[config.mk]
export PLATFORM = sky130hd
export DESIGN_NAME = utf8_stream_decoder_counter
export DESIGN_NICKNAME = d
export VERILOG_FILES = /design/src/u8d_pkg.sv /design/src/u8d_decode.sv /design/src/u8d_count.sv /design/src/utf8_stream_decoder_counter.sv
export SDC_FILE = /design/constraint.sdc
export NUM_CORES = 1
export LEC_CHECK = 0
export ABC_AREA = 1
export BUFFER_PORTS_ARGS = -buffer_cell sky130_fd_sc_hd__buf_2
export CAP_MARGIN = 20
export CORE_ASPECT_RATIO = 1.1
export CORE_MARGIN = 4
export CORE_UTILIZATION = 45
export DETAILED_ROUTE_END_ITERATION = 8
export GPL_TIMING_DRIVEN = 1
export PLACE_DENSITY = 0.69
export SLEW_MARGIN = 5
export SYNTH_ARGS = -nofsm -noshare
export SYNTH_HDL_FRONTEND = slang
export SYNTH_SLANG_ARGS = --single-unit
[constraint.sdc]
create_clock -name clk -period 20.3 [get_ports clk]
set_input_delay 6.09 -clock clk [delete_from_list [all_inputs] [get_ports clk]]
set_output_delay 6.09 -clock clk [all_outputs]
set_load 0.005 [all_outputs]
[src/u8d_pkg.sv]
// shared types and constants for the utf-8 stream decoder with running totals
package u8d_pkg;

  // running total width default and fixed field widths
  localparam int CountWidthDef = 48;
  localparam int TotalWidth    = 48;
  localparam int CpWidth       = 21;

  // lead and continuation byte classes
  localparam logic [7:0] AsciiMask  = 8'h80;
  localparam logic [7:0] Lead2Mask  = 8'he0;
  localparam logic [7:0] Lead2Code  = 8'hc0;
  localparam logic [7:0] Lead3Mask  = 8'hf0;
  localparam logic [7:0] Lead3Code  = 8'he0;
  localparam logic [7:0] Lead4Mask  = 8'hf8;
  localparam logic [7:0] Lead4Code  = 8'hf0;
  localparam logic [7:0] Lead4Max   = 8'hf4;
  localparam logic [7:0] ContMask   = 8'hc0;
  localparam logic [7:0] ContCode   = 8'h80;
  localparam logic [7:0] ContBits   = 8'h3f;
  localparam logic [7:0] Lead2Bits  = 8'h1f;
  localparam logic [7:0] Lead3Bits  = 8'h0f;
  localparam logic [7:0] Lead4Bits  = 8'h07;

  // surrogate range
  localparam logic [CpWidth-1:0] SurrLow  = 21'h00d800;
  localparam logic [CpWidth-1:0] SurrHigh = 21'h00dfff;

  // continuation bytes still expected
  localparam logic [1:0] PendNone = 2'd0;
  localparam logic [1:0] PendOne  = 2'd1;
  localparam logic [1:0] PendTwo  = 2'd2;
  localparam logic [1:0] PendThree = 2'd3;

  // input transfer payload
  typedef struct packed {
    logic [7:0] data_byte;
    logic       end_of_buffer;
  } u8d_in_t;

  // result transfer payload
  typedef struct packed {
    logic [CpWidth-1:0]    code_point;
    logic                  is_error;
    logic [TotalWidth-1:0] valid_total;
    logic [TotalWidth-1:0] error_total;
    logic                  buffer_done;
  } u8d_out_t;

  // per-byte outcome from the decoder to counters and result register
  typedef struct packed {
    logic               emit;
    logic               err;
    logic [CpWidth-1:0] cp;
    logic               done;
  } u8d_step_t;

endpackage

[src/u8d_decode.sv]
// byte-at-a-time utf-8 sequence decoder with open-sequence state
module u8d_decode
  import u8d_pkg::*;
(
  input  logic      clk,
  input  logic      rst_n,
  input  logic      fire,
  input  u8d_in_t   in_item,
  output u8d_step_t step
);

  logic [1:0]         pend_r, pend_nxt;
  logic [CpWidth-1:0] part_r, part_nxt;
  logic               bad_r, bad_nxt;

  logic [7:0]         b;
  logic               last;
  logic               open;
  logic               bad_seq;
  logic [CpWidth-1:0] part_shift;
  logic [1:0]         pend_dec;
  logic [7:0]         lead_bits;

  assign b    = in_item.data_byte;
  assign last = in_item.end_of_buffer;

  // next state and step outcome
  always_comb begin
    pend_nxt   = pend_r;
    part_nxt   = part_r;
    bad_nxt    = bad_r;
    open       = 1'b0;
    step       = '0;
    step.done  = last;
    bad_seq    = bad_r || ((b & ContMask) != ContCode);
    part_shift = {part_r[CpWidth-7:0], b[5:0]};
    pend_dec   = pend_r - 2'd1;
    lead_bits  = '0;
    if (fire) begin
      if (pend_r == PendNone) begin
        if ((b & AsciiMask) == 8'h00) begin
          step.emit = 1'b1;
          step.cp   = {{(CpWidth-8){1'b0}}, b};
        end else if ((b & Lead2Mask) == Lead2Code) begin
          lead_bits = b & Lead2Bits;
          pend_nxt  = PendOne;
          part_nxt  = {{(CpWidth-8){1'b0}}, lead_bits};
          bad_nxt   = 1'b0;
          open      = 1'b1;
        end else if ((b & Lead3Mask) == Lead3Code) begin
          lead_bits = b & Lead3Bits;
          pend_nxt  = PendTwo;
          part_nxt  = {{(CpWidth-8){1'b0}}, lead_bits};
          bad_nxt   = 1'b0;
          open      = 1'b1;
        end else if (((b & Lead4Mask) == Lead4Code) && (b <= Lead4Max)) begin
          lead_bits = b & Lead4Bits;
          pend_nxt  = PendThree;
          part_nxt  = {{(CpWidth-8){1'b0}}, lead_bits};
          bad_nxt   = 1'b0;
          open      = 1'b1;
        end else begin
          // bad lead byte skipped alone
          step.emit = 1'b1;
          step.err  = 1'b1;
        end
      end else if (pend_dec == PendNone) begin
        // sequence completes on this byte
        step.emit = 1'b1;
        step.err  = bad_seq || ((part_shift >= SurrLow) && (part_shift <= SurrHigh));
        step.cp   = step.err ? '0 : part_shift;
        pend_nxt  = PendNone;
        part_nxt  = '0;
        bad_nxt   = 1'b0;
      end else begin
        pend_nxt = pend_dec;
        part_nxt = part_shift;
        bad_nxt  = bad_seq;
        open     = 1'b1;
      end
      // sequence cut off by the end marker
      if (open && last) begin
        pend_nxt  = PendNone;
        part_nxt  = '0;
        bad_nxt   = 1'b0;
        step.emit = 1'b1;
        step.err  = 1'b1;
        step.cp   = '0;
      end
    end
  end

  // sequence state
  always_ff @(posedge clk) begin
    if (!rst_n) begin
      pend_r <= PendNone;
      part_r <= '0;
      bad_r  <= 1'b0;
    end else begin
      pend_r <= pend_nxt;
      part_r <= part_nxt;
      bad_r  <= bad_nxt;
    end
  end

  // end marker always closes the sequence and yields a result
  a_last_closes: assert property (@(posedge clk) disable iff (!rst_n)
    fire && last |=> pend_r == PendNone)
    else $error("sequence left open after end marker");

  a_last_emits: assert property (@(posedge clk) disable iff (!rst_n)
    fire && last |-> step.emit)
    else $error("end marker byte gave no result");

endmodule

[src/u8d_count.sv]
// running totals of valid code points and errors
module u8d_count
  import u8d_pkg::*;
#(
  parameter int COUNT_WIDTH = CountWidthDef
) (
  input  logic                  clk,
  input  logic                  rst_n,
  input  logic                  fire,
  input  u8d_step_t             step,
  output logic [TotalWidth-1:0] valid_total,
  output logic [TotalWidth-1:0] error_total
);

  localparam int ExtWidth = (COUNT_WIDTH > TotalWidth) ? COUNT_WIDTH : TotalWidth;

  logic [COUNT_WIDTH-1:0] valid_r, valid_nxt;
  logic [COUNT_WIDTH-1:0] error_r, error_nxt;
  logic [ExtWidth-1:0]    valid_ext, error_ext;

  // increment on each emitted result
  always_comb begin
    valid_nxt = valid_r;
    error_nxt = error_r;
    if (fire && step.emit) begin
      if (step.err) begin
        error_nxt = error_r + 1'b1;
      end else begin
        valid_nxt = valid_r + 1'b1;
      end
    end
  end

  // totals after this result, shown at the fixed output width
  always_comb begin
    valid_ext                  = '0;
    error_ext                  = '0;
    valid_ext[COUNT_WIDTH-1:0] = valid_nxt;
    error_ext[COUNT_WIDTH-1:0] = error_nxt;
  end

  assign valid_total = valid_ext[TotalWidth-1:0];
  assign error_total = error_ext[TotalWidth-1:0];

  always_ff @(posedge clk) begin
    if (!rst_n) begin
      valid_r <= '0;
      error_r <= '0;
    end else begin
      valid_r <= valid_nxt;
      error_r <= error_nxt;
    end
  end

  a_valid_inc: assert property (@(posedge clk) disable iff (!rst_n)
    fire && step.emit && !step.err |=>
      valid_r == COUNT_WIDTH'($past(valid_r) + 1'b1) && $stable(error_r))
    else $error("valid total did not step by one");

endmodule

[src/utf8_stream_decoder_counter.sv]
// utf-8 stream decoder with running totals: input register, decode, result register
// each accepted byte is decoded from the input register into the result register
// one byte per cycle when not stalled; the result register parts the two channels
// a byte that leaves a sequence open gives no result
// reset: synchronous active-low rst_n clears the open sequence, totals and both stages
module utf8_stream_decoder_counter
  import u8d_pkg::*;
#(
  parameter int COUNT_WIDTH = CountWidthDef
) (
  input  logic     clk,
  input  logic     rst_n,
  input  logic     in_valid,
  output logic     in_stall,
  input  u8d_in_t  in_data,
  output logic     out_valid,
  input  logic     out_stall,
  output u8d_out_t out_data
);

  logic      s1_valid_r, s1_valid_nxt;
  u8d_in_t   s1_data_r;
  logic      out_valid_r, out_valid_nxt;
  u8d_out_t  out_data_r;
  logic      adv;
  logic      s1_fire;
  logic      in_xfer;
  u8d_step_t step;
  logic [TotalWidth-1:0] valid_total, error_total;

  // pipeline handshake
  assign adv      = !out_valid_r || !out_stall;
  assign s1_fire  = s1_valid_r && adv;
  assign in_stall = s1_valid_r && !adv;
  assign in_xfer  = in_valid && !in_stall;

  assign s1_valid_nxt  = in_xfer ? 1'b1 : (s1_fire ? 1'b0 : s1_valid_r);
  assign out_valid_nxt = adv ? (s1_fire && step.emit) : out_valid_r;

  u8d_decode u_decode (
    .clk     (clk),
    .rst_n   (rst_n),
    .fire    (s1_fire),
    .in_item (s1_data_r),
    .step    (step)
  );

  u8d_count #(
    .COUNT_WIDTH (COUNT_WIDTH)
  ) u_count (
    .clk         (clk),
    .rst_n       (rst_n),
    .fire        (s1_fire),
    .step        (step),
    .valid_total (valid_total),
    .error_total (error_total)
  );

  // control registers
  always_ff @(posedge clk) begin
    if (!rst_n) begin
      s1_valid_r  <= 1'b0;
      out_valid_r <= 1'b0;
    end else begin
      s1_valid_r  <= s1_valid_nxt;
      out_valid_r <= out_valid_nxt;
    end
  end

  // payload registers
  always_ff @(posedge clk) begin
    if (in_xfer) begin
      s1_data_r <= in_data;
    end
    if (adv && s1_fire) begin
      out_data_r.code_point  <= step.cp;
      out_data_r.is_error    <= step.err;
      out_data_r.valid_total <= valid_total;
      out_data_r.error_total <= error_total;
      out_data_r.buffer_done <= step.done;
    end
  end

  assign out_valid = out_valid_r;
  assign out_data  = out_data_r;

  a_out_drains: assert property (@(posedge clk) disable iff (!rst_n)
    out_valid_r && !out_stall && !(s1_valid_r && step.emit) |=> !out_valid_r)
    else $error("result repeated after transfer");

endmodule
==> flow_summary.json, run 1 <==
{
  "grt-ovfl-total": 0,
  "port_buffers": 133,
  "grt_pass1_vias": 9272,
  "crit_type": "primary input to output pin",
  "numCtsBuffers": 25,
  "syn2layout_area_growth_pct": 14.5,
  "min_from": "u_decode.part_r[14]$_SDFFE_PN0P_",
  "postSynthCellCount": 1474,
  "layout_min_cycle_time_ns": 12.60,
  "end_kind": "output pin",
  "start_util": 0.460,
  "multi_input_area_sq_um": 4740,
  "cap_violations": 0,
  "worstMarginPinSlew_ns": 1.09,
  "hold_buffers": 0,
  "p_sw_frac": 0.224,
  "synth_cell_types": 38,
  "ff_latch_area_sq_um": 6170,
  "grt_max_degree": 96,
  "drtIter0Drc": 615,
  "finalCritPeriodShare": 0.621,
  "drt-pass1-iter-count": 5,
  "cellLeakagePower_uw": 0.00552,
  "synth-seq-cells": 244,
  "cp_max_fo": 3,
  "routed_wirelength_mm": 29.3,
  "ys_warn_count": 0,
  "cts_resized": 0,
  "syn-num-nets": 1491,
  "die_h_microns": 177,
  "ff2ff_path_depth": 10,
  "drive_gt1_frac": 0.121,
  "rsz0062_at_grt": "no",
  "maxSlewViolCount": 0,
  "hpwl_mm": 21.3,
  "peakVddDrop_mv": 0.0579,
  "wire_per_inst_microns": 14.9,
  "n_fill_cell": 2529,
  "core_area_sq_um": 25500,
  "post_cts_buffers": 0,
  "antenna_left": 0,
  "antenna_cells": 0,
  "internal_power_uw": 807,
  "finalClockSkew_ns": 0.00907,
  "whs_path_depth": 2,
  "setup_viol": 0,
  "cp_common_cell": "buf_2",
  "cts_max_path_buffers": 3,
  "num_rows": 61,
  "cp_data_required_time_ns": 14.21,
  "p_seq_frac": 0.515,
  "cts_tree": "done",
  "num_vias": 9846,
  "antenna_found_initial": 0,
  "status": "completed",
  "grtUsageTotal": 0.200,
  "place_congestion": 0.941,
  "synth_area_per_cell_sq_um": 7.96,
  "slew_headroom": 0.274,
  "hold_path.class": "flop to flop",
  "cp_slowest_cell": "buf_2",
  "synthesis.area_sq_um": 11700,
  "r2r_slack_ns": 16.68,
  "die_w_microns": 162,
  "hold_viol": 0,
  "slowest_delay_ns": 0.14,
  "tns_ns": 0,
  "ys_async_sr_fraction": 0,
  "clock-root-buffer": "clkbuf_16",
  "clock-sinks": 244,
  "vias_per_cell": 5.02,
  "drc": 0,
  "worstReg2RegEnd": "out_data[46]$_DFFE_PP_",
  "ys_seq_area_frac": 0.526,
  "clk_pin_slew_ns": 0.06,
  "clk_latency_ns": 0.52,
  "grt_pass1_wl_mm": 46.7,
  "comb_power_share": 0.049,
  "synth_edf_count": 128,
  "clock.fmax_mhz": 79.3,
  "power.density_nw_per_um2": 77.4,
  "ios": 134,
  "final_cell_mix": "nand2_1, nor2_1, inv_1",
  "hold_end": "u_decode.part_r[14]$_SDFFE_PN0P_",
  "synthFlopType": "edfxtp_1",
  "start_kind": "primary input",
  "clkPwrFrac": 0.436,
  "crit_chain": "buf_2, nand2_1, nor2_1, buf_2",
  "reg2reg_from": "out_valid$_SDFFE_PN0N_",
  "utilization": 0.527,
  "power_switching_uw": 233,
  "layout_commonest_cell": "nand2_1",
  "htreeDepth": 1,
  "crit_arrival_ns": 6.51,
  "fin_nets": 1614,
  "die_area_sq_um": 28700
}
final cells by class:
class                      count  area share
clock inverter                16      0.0108
inverter                     151      0.0425
multi-input combinational   1038       0.353
timing repair buffer         137      0.0518
tap                          346      0.0322
sequential                   244       0.459
clock buffer                  30      0.0502
metal layers:
metal	global-route usage	vias to the layer above	share of wire
li1	-	5057	-
met4	0.0659	0	0.031
met5	0	-	0
met2	0.361	232	0.51
met3	0.0269	59	0.048
met1	0.247	4498	0.42
worst max-delay path by stage:
stage	startpoint	depth (start not counted)	endpoint	slack (ns)
detailed placement	out_stall	4	in_stall	7.69
CTS	out_stall	4	in_stall	7.68
global route	out_stall	4	in_stall	7.64
floorplan	out_stall	2	in_stall	7.92
global placement	out_stall	4	in_stall	7.73
finish	out_stall	4	in_stall	7.70
cell families (layout without fill, tap and decap cells):
| kind of cell | after synthesis | in the layout | synth area share |
|---|---|---|---|
| AO/OA/AOI/OAI | 133 | 133 | 0.0619 |
| AND/OR/NAND/NOR | 864 | 864 | 0.310 |
| buffers and inverters | 192 | 334 | 0.0702 |
| adder cells (fa/ha/maj) | 4 | 4 | 0.00427 |
| flip-flops | 244 | 244 | 0.526 |
| XOR/XNOR | 37 | 37 | 0.0276 |
critical path, delay by kind of cell:
family,cells,cell delay [ns]
buffers and inverters,2,0.22
AND/OR/NAND/NOR,2,0.21
cell usage after synthesis, drive strengths merged (6+ instances only):
library cell / instances / share of area
a211oi: 11 / 0.0070
a21oi: 82 / 0.035
a31oi: 9 / 0.0048
and3: 6 / 0.0032
buf: 24 / 0.016
clkbuf: 17 / 0.0054
dfxtp: 116 / 0.20
edfxtp: 128 / 0.33
inv: 151 / 0.049
nand2: 474 / 0.15
nand3: 86 / 0.040
nand3b: 6 / 0.0038
nand4: 40 / 0.021
nor2: 206 / 0.067
nor3: 38 / 0.016
o21ai: 23 / 0.0098
xnor2: 8 / 0.0060
xor2: 29 / 0.022
power by group through the flow:
stage / Sequential [uW] / Combinational [uW] / Clock (uW)
2_1_floorplan: 547 / 35.1 / 0
3_3_place_gp: 545 / 51.3 / 0
3_5_place_dp: 546 / 51.8 / 0
4_1_cts: 535 / 52.0 / 467
5_1_grt: 536 / 56.9 / 488
6_report: 535 / 51.0 / 453
state kept, by name, summed over array words and instances (netlist names):
signal and cells:
u_count.valid_r 48, u_count.error_r 48, u_decode.part_r 15, s1_valid_r 1
u_decode.bad_r 1, out_valid 1, out_data 119, s1_data_r 9
u_decode.pend_r 2
through the flow:
stage          std cells  cell area, sq um  hold WS (ns)  worst slack, ns  power [uW]
6_report            1962             13400         0.470             7.70        1040
5_1_grt             1962             13400         0.493             7.64        1080
4_1_cts             1962             13400         0.467             7.68        1050
3_5_place_dp        1916             12600         0.458             7.69         598
3_3_place_gp        1916             12600         0.457             7.73         597
2_1_floorplan       1474             11700         0.445             7.92         582
No activity file was read; power rests on OpenSTA's default activity.
==> run 2: changes to the inputs <==
--- a/config.mk
+++ b/config.mk
@@ -13,7 +13,7 @@
 export CORE_UTILIZATION = 45
 export DETAILED_ROUTE_END_ITERATION = 8
 export GPL_TIMING_DRIVEN = 1
-export PLACE_DENSITY = 0.69
+export PLACE_DENSITY = 0.72
 export SLEW_MARGIN = 5
 export SYNTH_ARGS = -nofsm -noshare
 export SYNTH_HDL_FRONTEND = slang
==> constraint.sdc (replaced) <==
create_clock -name clk -period 10.7 [get_ports clk]
set_input_delay 3.21 -clock clk [delete_from_list [all_inputs] [get_ports clk]]
set_output_delay 3.21 -clock clk [all_outputs]
set_load 0.005 [all_outputs]
==> run 2 against run 1 <==
Against the previous run:
- final cell count is the same
- clock skew grew 0.0081 ns
- largest cell class unchanged
- setup slack lost 3.8 ns
- core utilization grew 0.088 points
==> flow_summary.json, run 2 (synthesized netlist as in run 1, its figures left out) <==
{
  "num_rows": 61,
  "hold_path.class": "flop to flop",
  "htreeDepth": 1,
  "grt_max_degree": 96,
  "placed_cells": 1916,
  "finalCritPeriodShare": 0.637,
  "crit_arrival_ns": 3.61,
  "whs_path_depth": 2,
  "clk_pin_slew_ns": 0.06,
  "drt-pass1-iter-count": 5,
  "start_util": 0.460,
  "reg2reg_from": "u_decode.pend_r[0]$_SDFFE_PN0P_",
  "antenna_found_initial": 0,
  "die_w_microns": 162,
  "antenna_cells": 0,
  "peakVddDrop_mv": 0.109,
  "largest_reg_flops": 119,
  "cts_resized": 0,
  "syn2layout_area_growth_pct": 14.7,
  "grt_pass1_wl_mm": 47.0,
  "dp_worst_setup_slack_ns": 3.88,
  "r2r_slack_ns": 7.29,
  "hold_buffers": 0,
  "grt_pass1_vias": 9383,
  "core_area_sq_um": 25500,
  "hold_end": "u_decode.part_r[14]$_SDFFE_PN0P_",
  "start_kind": "primary input",
  "worstMarginPinSlew_ns": 1.08,
  "numCtsBuffers": 25,
  "clk_latency_ns": 0.54,
  "port_buffers": 133,
  "cts_max_path_buffers": 3,
  "status": "completed",
  "ff2ff_path_depth": 13,
  "fin_ws_ns": 3.88,
  "final_cells": 1962,
  "power.density_nw_per_um2": 149,
  "drive_gt1_frac": 0.121,
  "grtUsageTotal": 0.200,
  "tns_ns": 0,
  "place_congestion": 0.923,
  "hpwl_mm": 21.4,
  "final_cell_mix": "nand2_1, nor2_1, inv_1",
  "cp_data_required_time_ns": 7.49,
  "cp_max_fo": 3,
  "die_area_sq_um": 28700,
  "fin_nets": 1614,
  "total_power_uw": 2000,
  "clock-root-buffer": "clkbuf_16",
  "layout_min_cycle_time_ns": 6.82,
  "ios": 134,
  "rsz0062_at_grt": "no",
  "die_h_microns": 177,
  "maxSlewViolCount": 0,
  "grt-ovfl-total": 0,
  "worstReg2RegEnd": "out_data[67]$_DFFE_PP_",
  "slew_headroom": 0.283,
  "post_cts_buffers": 0,
  "cellLeakagePower_uw": 0.00554,
  "clock-sinks": 244,
  "wire_per_inst_microns": 14.9,
  "setup_viol": 0,
  "antenna_left": 0,
  "finalClockSkew_ns": 0.0172,
  "vias_per_cell": 5.08,
  "cap_violations": 0,
  "holdWs_ns": 0.470,
  "layout_commonest_cell": "nand2_1",
  "end_kind": "output pin",
  "drc": 0,
  "min_from": "u_decode.part_r[14]$_SDFFE_PN0P_",
  "drtIter0Drc": 605,
  "clock.fmax_mhz": 147,
  "cts_tree": "done",
  "crit_type": "primary input to output pin",
  "num_vias": 9973,
  "hold_viol": 0,
  "routed_wirelength_mm": 29.3
}
run 2: worst max path at each step:
stage	cells after the start	slack (ns)	end	start
after floorplan	7	2.65	u_decode.part_r[12]$_SDFFE_PN0P_	out_stall
after global placement	4	3.89	in_stall	out_stall
after CTS	4	3.88	in_stall	out_stall
after detailed placement	4	3.88	in_stall	out_stall
after global routing	4	3.82	in_stall	out_stall
final	4	3.88	in_stall	out_stall
run 2: critical path, stage by stage:
cell and delay [ns]:
buf_2 0.07, nand2_1 0.07, nor2_1 0.12, buf_2 0.13
run 2: routing by layer:
layer  share of wire  track usage  vias up
met5               0            0        -
met4           0.034       0.0705        0
met3           0.044       0.0260       60
met2            0.50        0.359      247
met1            0.42        0.246     4599
li1                -            -     5067
run 2: final cells by class:
| type | count | area (sq um) |
|---|---|---|
| Fill cell | 2481 | 12000 |
| Sequential cell | 244 | 6170 |
| Multi-Input combinational cell | 1038 | 4740 |
| Timing Repair Buffer | 137 | 696 |
| Clock buffer | 32 | 683 |
| Inverter | 151 | 571 |
| Tap cell | 346 | 433 |
| Clock inverter | 14 | 159 |
run 2: through the flow:
step | area, sq um | utilization
after global placement | 12600 | 0.495
final | 13500 | 0.528
after detailed placement | 12600 | 0.495
after CTS | 13500 | 0.528
after floorplan | 11700 | -
after global routing | 13500 | 0.528
run 2: power breakdown:
group          internal (uW)  total [uW]  switching [uW]
logic                   25.1        96.4            71.3
clock network            527         892             365
registers               1010        1010            8.94
